[config.mk]
export PLATFORM = sky130hd
export DESIGN_NAME = hmb_cfg
export DESIGN_NICKNAME = d
export VERILOG_FILES = /design/src/sv/hmb_pkg.sv /design/src/sv/hmb_cfg.sv
export SDC_FILE = /design/constraint.sdc
export NUM_CORES = 1
export LEC_CHECK = 0
export ABC_AREA = 1
export BUFFER_PORTS_ARGS = -buffer_cell sky130_fd_sc_hd__buf_2
export CAP_MARGIN = 15
export CORE_AREA = 2 2 42 44
export DETAILED_ROUTE_END_ITERATION = 8
export DIE_AREA = 0 0 44 46
export PLACE_DENSITY = 0.77
export SKIP_LAST_GASP = 1
export SYNTH_ARGS = -nofsm -noshare
export SYNTH_HDL_FRONTEND = slang
export SYNTH_SLANG_ARGS = --single-unit
[constraint.sdc]
create_clock -name clk -period 2.4 [get_ports clk]
set_input_delay 0.36 -clock clk [delete_from_list [all_inputs] [get_ports clk]]
set_output_delay 0.36 -clock clk [all_outputs]
set_load 0.03 [all_outputs]
[src/sv/hmb_pkg.sv]
`timescale 1ns / 1ps
// hmb_pkg: shared types, codes and the hexagonal neighbor function
// for the hex maze backtracker; no dependencies
package hmb_pkg;

  localparam int DEF_MAX_ROWS = 64;
  localparam int DEF_MAX_COLS = 64;
  localparam int DIM_W        = 9;
  localparam int CFG_W        = 7;
  localparam int CFG_IDX_W    = 2;
  localparam int NUM_DIRS     = 6;
  localparam logic [5:0] ALL_WALLS = 6'h3F;

  // configuration register indexes
  localparam logic [CFG_IDX_W-1:0] REG_ROWS = 2'd0;
  localparam logic [CFG_IDX_W-1:0] REG_COLS = 2'd1;

  // item opcodes
  localparam logic [1:0] OP_START = 2'd0;
  localparam logic [1:0] OP_STEP  = 2'd1;
  localparam logic [1:0] OP_READ  = 2'd2;

  // result events
  localparam logic [2:0] EV_CARVED  = 3'd0;
  localparam logic [2:0] EV_BACK    = 3'd1;
  localparam logic [2:0] EV_REJECT  = 3'd2;
  localparam logic [2:0] EV_DONE    = 3'd3;
  localparam logic [2:0] EV_STARTED = 3'd4;
  localparam logic [2:0] EV_WALLS   = 3'd5;

  // directions
  localparam logic [2:0] DIR_TOP   = 3'd0;
  localparam logic [2:0] DIR_UR    = 3'd1;
  localparam logic [2:0] DIR_LR    = 3'd2;
  localparam logic [2:0] DIR_BOT   = 3'd3;
  localparam logic [2:0] DIR_LL    = 3'd4;
  localparam logic [2:0] DIR_UL    = 3'd5;

  typedef struct packed {
    logic [DIM_W-1:0] rows;
    logic [DIM_W-1:0] cols;
  } dims_t;

  typedef struct packed {
    logic       ok;
    logic [7:0] nr;
    logic [7:0] nc;
  } nbr_t;

  typedef enum logic [3:0] {
    S_CLEAR, S_SEED, S_IDLE, S_QRD, S_QOUT, S_TOPWAIT, S_NBR, S_DECIDE, S_NWAIT
  } state_t;

  // opposite direction, (d + 3) mod 6
  function automatic logic [2:0] opp_dir(input logic [2:0] d);
    logic [2:0] o;
    case (d)
      DIR_TOP: o = DIR_BOT;
      DIR_UR:  o = DIR_LL;
      DIR_LR:  o = DIR_UL;
      DIR_BOT: o = DIR_TOP;
      DIR_LL:  o = DIR_UR;
      DIR_UL:  o = DIR_LR;
      default: o = DIR_TOP;
    endcase
    return o;
  endfunction

  // neighbor of (r,c) in direction d inside the current grid
  function automatic nbr_t nbr_of(input logic [7:0] r, input logic [7:0] c,
                                  input logic [2:0] d, input dims_t dm);
    nbr_t n;
    logic signed [9:0] tr;
    logic signed [9:0] tc;
    logic even;
    logic ok;
    even = ~c[0];
    tr = signed'({2'b00, r});
    tc = signed'({2'b00, c});
    ok = 1'b1;
    case (d)
      DIR_TOP: tr = tr - 10'sd1;
      DIR_BOT: tr = tr + 10'sd1;
      DIR_UR: begin
        tc = tc + 10'sd1;
        if (!even) tr = tr - 10'sd1;
      end
      DIR_LR: begin
        tc = tc + 10'sd1;
        if (even) tr = tr + 10'sd1;
      end
      DIR_LL: begin
        tc = tc - 10'sd1;
        if (even) tr = tr + 10'sd1;
      end
      DIR_UL: begin
        tc = tc - 10'sd1;
        if (!even) tr = tr - 10'sd1;
      end
      default: ok = 1'b0;
    endcase
    n.ok = ok && (tr >= 10'sd0) && (tc >= 10'sd0)
        && (tr < signed'({1'b0, dm.rows})) && (tc < signed'({1'b0, dm.cols}));
    n.nr = tr[7:0];
    n.nc = tc[7:0];
    return n;
  endfunction

endpackage

[src/sv/hmb_cfg.sv]
`timescale 1ns / 1ps
// hmb_cfg: grid size registers and their saturation into 1..MAX
// depends on hmb_pkg
module hmb_cfg #(
  parameter int MAX_ROWS = hmb_pkg::DEF_MAX_ROWS,
  parameter int MAX_COLS = hmb_pkg::DEF_MAX_COLS
) (
  input  logic                          clk,
  input  logic                          rst,
  input  logic                          cfg_valid,
  output logic                          cfg_ready,
  input  logic [hmb_pkg::CFG_IDX_W-1:0] cfg_index,
  input  logic [hmb_pkg::CFG_W-1:0]     cfg_data,
  output hmb_pkg::dims_t                dims
);

  logic [hmb_pkg::CFG_W-1:0] maze_rows;
  logic [hmb_pkg::CFG_W-1:0] maze_cols;

  assign cfg_ready = 1'b1;

  // register writes
  always_ff @(posedge clk) begin
    if (rst) begin
      maze_rows <= hmb_pkg::CFG_W'(8);
      maze_cols <= hmb_pkg::CFG_W'(8);
    end else if (cfg_valid && cfg_ready) begin
      if (cfg_index == hmb_pkg::REG_ROWS) maze_rows <= cfg_data;
      else if (cfg_index == hmb_pkg::REG_COLS) maze_cols <= cfg_data;
    end
  end

  // saturate into the stored grid
  always_comb begin
    if (maze_rows == '0) dims.rows = hmb_pkg::DIM_W'(1);
    else if (32'(maze_rows) > MAX_ROWS) dims.rows = hmb_pkg::DIM_W'(MAX_ROWS);
    else dims.rows = hmb_pkg::DIM_W'(maze_rows);
    if (maze_cols == '0) dims.cols = hmb_pkg::DIM_W'(1);
    else if (32'(maze_cols) > MAX_COLS) dims.cols = hmb_pkg::DIM_W'(MAX_COLS);
    else dims.cols = hmb_pkg::DIM_W'(maze_cols);
  end

endmodule

==> impl_table.tex <==
\begin{tabular}{lr}
\hline
Metric & Value \\
\hline
\multicolumn{2}{l}{\textbf{Placement}} \\
\quad Setup slack at placement & 1.04 ns \\
\quad Weighted congestion reported at the end of routability-driven placement & between 0.6 and 0.7 \\
\quad Count of input and output buffers & 25 \\
\quad Number of placed instances, taps included & $\sim$150 \\
\quad DP HPWL & about 1100 um \\
\multicolumn{2}{l}{\textbf{Floorplanning}} \\
\quad Die area & roughly 2000 um2 \\
\quad Number of core rows & 15 \\
\quad Horizontal extent of the die & around 44 um \\
\quad Initial core utilization & a little over two fifths \\
\quad Core ar. & 1610 um2 \\
\quad Ports placed on the boundary & 31 \\
\quad Vertical die dimension & around 46 um \\
\multicolumn{2}{l}{\textbf{Worst setup path}} \\
\quad Most prevalent standard cell on the critical path & nor2\_1 \\
\quad Arrival time at the worst endpoint & roughly 1.3 ns \\
\quad Element type at the critical path end & output pin \\
\quad Data required time of the worst path & $\sim$2.0 ns \\
\quad Worst-path cell chain & nor2\_1 > nand3\_1 > nand2\_1 > inv\_1 > nor2\_1 > buf\_2 \\
\quad Slowest cell on the critical path & dfxtp\_1 \\
\quad Type of the setup path with the least slack & flip-flop to output pin \\
\quad Startpoint kind of the worst setup timing path & flip-flop \\
\quad Largest driver fanout on the critical path & 3 \\
\quad Crit path largest cell delay & 0.33 ns \\
\multicolumn{2}{l}{\textbf{Power}} \\
\quad Clock power frac & between 30\% and 40\% \\
\quad Share of total power consumed by net switching & 31.0\% \\
\quad Flop pwr share & between 40 and 50\% \\
\quad Switching component of the power & approximately 170 uW \\
\quad Total power of the final layout & 538 uW \\
\quad Worst voltage drop across the vdd grid & around 0.31 mV \\
\quad Int Pwr & about 370 uW \\
\quad LEAKAGE & approximately 0.45 nW \\
\quad Logic pwr share & 21.3\% \\
\quad Pwr Density & 632 nW/um2 \\
\multicolumn{2}{l}{\textbf{Final layout}} \\
\quad Total inserted antenna cells & 0 \\
\quad Count of placed standard cells in the final layout, fillers left out & $\sim$150 \\
\quad Post-layout net count & between 100 and 150 \\
\quad Proportion of layout cells with a drive suffix above 1 & about a quarter \\
\quad Synthesis-to-layout area growth & 20.3\% \\
\multicolumn{2}{l}{\textbf{STA}} \\
\quad Setup WS post-layout & 0.740 ns \\
\quad Final setup vio count & 0 \\
\quad Minimum clock period after layout & 1.66 ns \\
\quad Final hold violations & 0 \\
\quad Setup repair after global routing missed its margin & no \\
\quad Number of slew-limit violations in the final report & 0 \\
\quad Hold WS & about 0.30 ns \\
\quad Post-route setup TNS & 0 ns \\
\quad Max Clock Freq & between 0.6 and 0.7 GHz \\
\quad Share of the clock period used by the worst path & roughly 70\% \\
\quad Layout Skew & 0 ns \\
\multicolumn{2}{l}{\textbf{Clock tree}} \\
\quad Root buffer cell & clkbuf\_4 \\
\quad Clock transition at path regs & $\sim$0.080 ns \\
\quad Number of resized instances in the post-cts repair step & 0 \\
\quad Hold bufs inserted after CTS & 0 \\
\quad Largest buffer count on any clock path & 2 \\
\quad TritonCTS buffer count & 3 \\
\quad TritonCTS clock tree & done \\
\quad Worst-skew pair later-pin latency & 0.28 ns \\
\quad Number of setup buffers added after CTS & 0 \\
\quad Number of levels the H-tree was split into & 1 \\
\quad CTS sink cnt & 14 \\
\multicolumn{2}{l}{\textbf{Detailed routing}} \\
\quad Total wire length after detailed routing & 1390 um \\
\quad First-pass detailed-route iteration total & 4 \\
\quad Detailed-route via count & a little over 700 \\
\quad Antenna viol nets, final & 0 \\
\quad DR WL/cell & $\sim$9.1 um \\
\quad Number of DRC markers after the initial detailed-route iteration & 11 \\
\quad Post-detailed-route via-to-cell ratio & between 4 and 5 \\
\quad Number of design rule violations left after detail routing & 0 \\
\multicolumn{2}{l}{\textbf{Yosys}} \\
\quad Leading cell types by count after synthesis & nor2\_1, dfxtp\_1, inv\_1, o21ai\_0, nand2\_1 \\
\quad Share of synthesized cell area in and, or, nand and nor gates & roughly a third \\
\quad Avg Synthesized Cell Area & around 6.3 um2 \\
\quad Portion of the post-synthesis area used by sequential elements & 39.6\% \\
\quad Post-synthesis share of cell area spent on xor and xnor gates & 0\% \\
\quad Leading cell types by total area after synthesis & dfxtp\_1, nor2\_1, o21ai\_0, inv\_1, buf\_4 \\
\quad Area share of fa/ha/maj cells after synthesis & 0\% \\
\quad Fraction of post-synthesis cell area in the top cell type by area & 39.6\% \\
\quad Number of distinct library cells after synthesis & 16 \\
\quad Post-synth design cell area & between 700 and 800 um2 \\
\quad Most common cell in the netlist & nor2\_1 \\
\quad Number of flops mapped to enable cells by yosys & 0 \\
\quad Post-Synthesis Cells & $\sim$110 \\
\quad Combinational family with the most area after synthesis & simple AND/OR/NAND/NOR gates \\
\quad Dominant register cell in the synthesized netlist & dfxtp\_1 \\
\quad Portion of netlist area occupied by mux cells & 0\% \\
\quad Synth Warn \# & 0 \\
\quad Post-synthesis compound-gate area fraction & 10.2\% \\
\quad Total of flip-flops plus latches after synthesis & 14 \\
\quad Top cell type by total area after synthesis & dfxtp\_1 \\
\quad Share of flip-flops with an asynchronous set or reset after synthesis & 0\% \\
\multicolumn{2}{l}{\textbf{GRT}} \\
\quad Maximum number of pins on one net before global-route repair & 15 \\
\quad Number of global-route vias before repair & between 500 and 600 \\
\quad Initial antenna violation count & 0 \\
\quad Global-route wire length before repair & about 2200 um \\
\quad Final global-route overflow total & 0 \\
\quad Gr usage total & approximately 15\% \\
\multicolumn{2}{l}{\textbf{Status}} \\
\quad Run status & completed \\
\multicolumn{2}{l}{\textbf{Hold path}} \\
\quad Hold crit path type & primary input to flip-flop \\
\multicolumn{2}{l}{\textbf{Run}} \\
\quad Max Cap Viol & 0 \\
\hline
\end{tabular}
logic make-up after synthesis:
group / Yosys count
AO/OA/AOI/OAI: 14
other: 2
flip-flops: 14
buffers and inverters: 24
AND/OR/NAND/NOR: 58
power by group through the flow:
stage          Sequential (mW)  Combinational (mW)  Clock [mW]
2_1_floorplan            0.258              0.0904           0
3_3_place_gp             0.260               0.113           0
3_5_place_dp             0.260               0.115           0
4_1_cts                  0.255               0.115       0.173
5_1_grt                  0.257               0.127       0.181
6_report                 0.255               0.114       0.169
state kept, by name, indices dropped and copies added, names as in the netlist:
name	cells
maze_cols	7
maze_rows	7
cell usage in the layout (no fill, tap or decap):
master,n
nor2_4,1
o21ai_0,13
dfxtp_1,14
nand2_1,9
inv_2,3
inv_1,13
nand2_2,1
nor2_2,1
clkbuf_4,3
nor3_1,1
nand3_1,5
clkbuf_8,1
o211ai_1,1
nor2_1,40
buf_2,25
conb_1,5
per-layer routing:
layer,track usage (%),wire (um)
met4,9.09,36
met1,16.6,609
met3,3.17,80
met5,0,0
met2,24.7,663
cell type report:
class	count	area (um2)
Inverter	16	60.1
Timing Repair Buffer	25	125
Multi-Input combinational cell	77	329
Sequential cell	14	280
Tap cell	17	21.3
Fill cell	181	762
Clock buffer	4	36.3
through the flow:
stage / cell area [um2] / utilization (%)
detailed placement: 816 / 50.5
finish: 852 / 52.8
CTS: 852 / 52.8
global route: 852 / 52.8
global placement: 816 / 50.5
floorplan: 719 / -
worst paths after layout:
path                                  start                   endpoint  slack, ns  cells after the start
setup / recovery  maze_cols[2]$_SDFFE_PP0P_                    dims[5]       0.74                      6
hold / removal                  cfg_data[3]  maze_rows[3]$_SDFFE_PP1P_       0.30                      3
setup reg to reg  maze_rows[6]$_SDFFE_PP0P_  maze_rows[6]$_SDFFE_PP0P_       1.75                      2
hold reg to reg   maze_cols[4]$_SDFFE_PP0P_  maze_cols[4]$_SDFFE_PP0P_       0.51                      2
critical path, delay by kind of cell (launching register included):
kind / cells / cell delay [ns]
and+or+nand+nor: 4 / 0.42
DFF: 1 / 0.33
buffers and inverters: 2 / 0.27
Power figures use the tool's default switching activity.
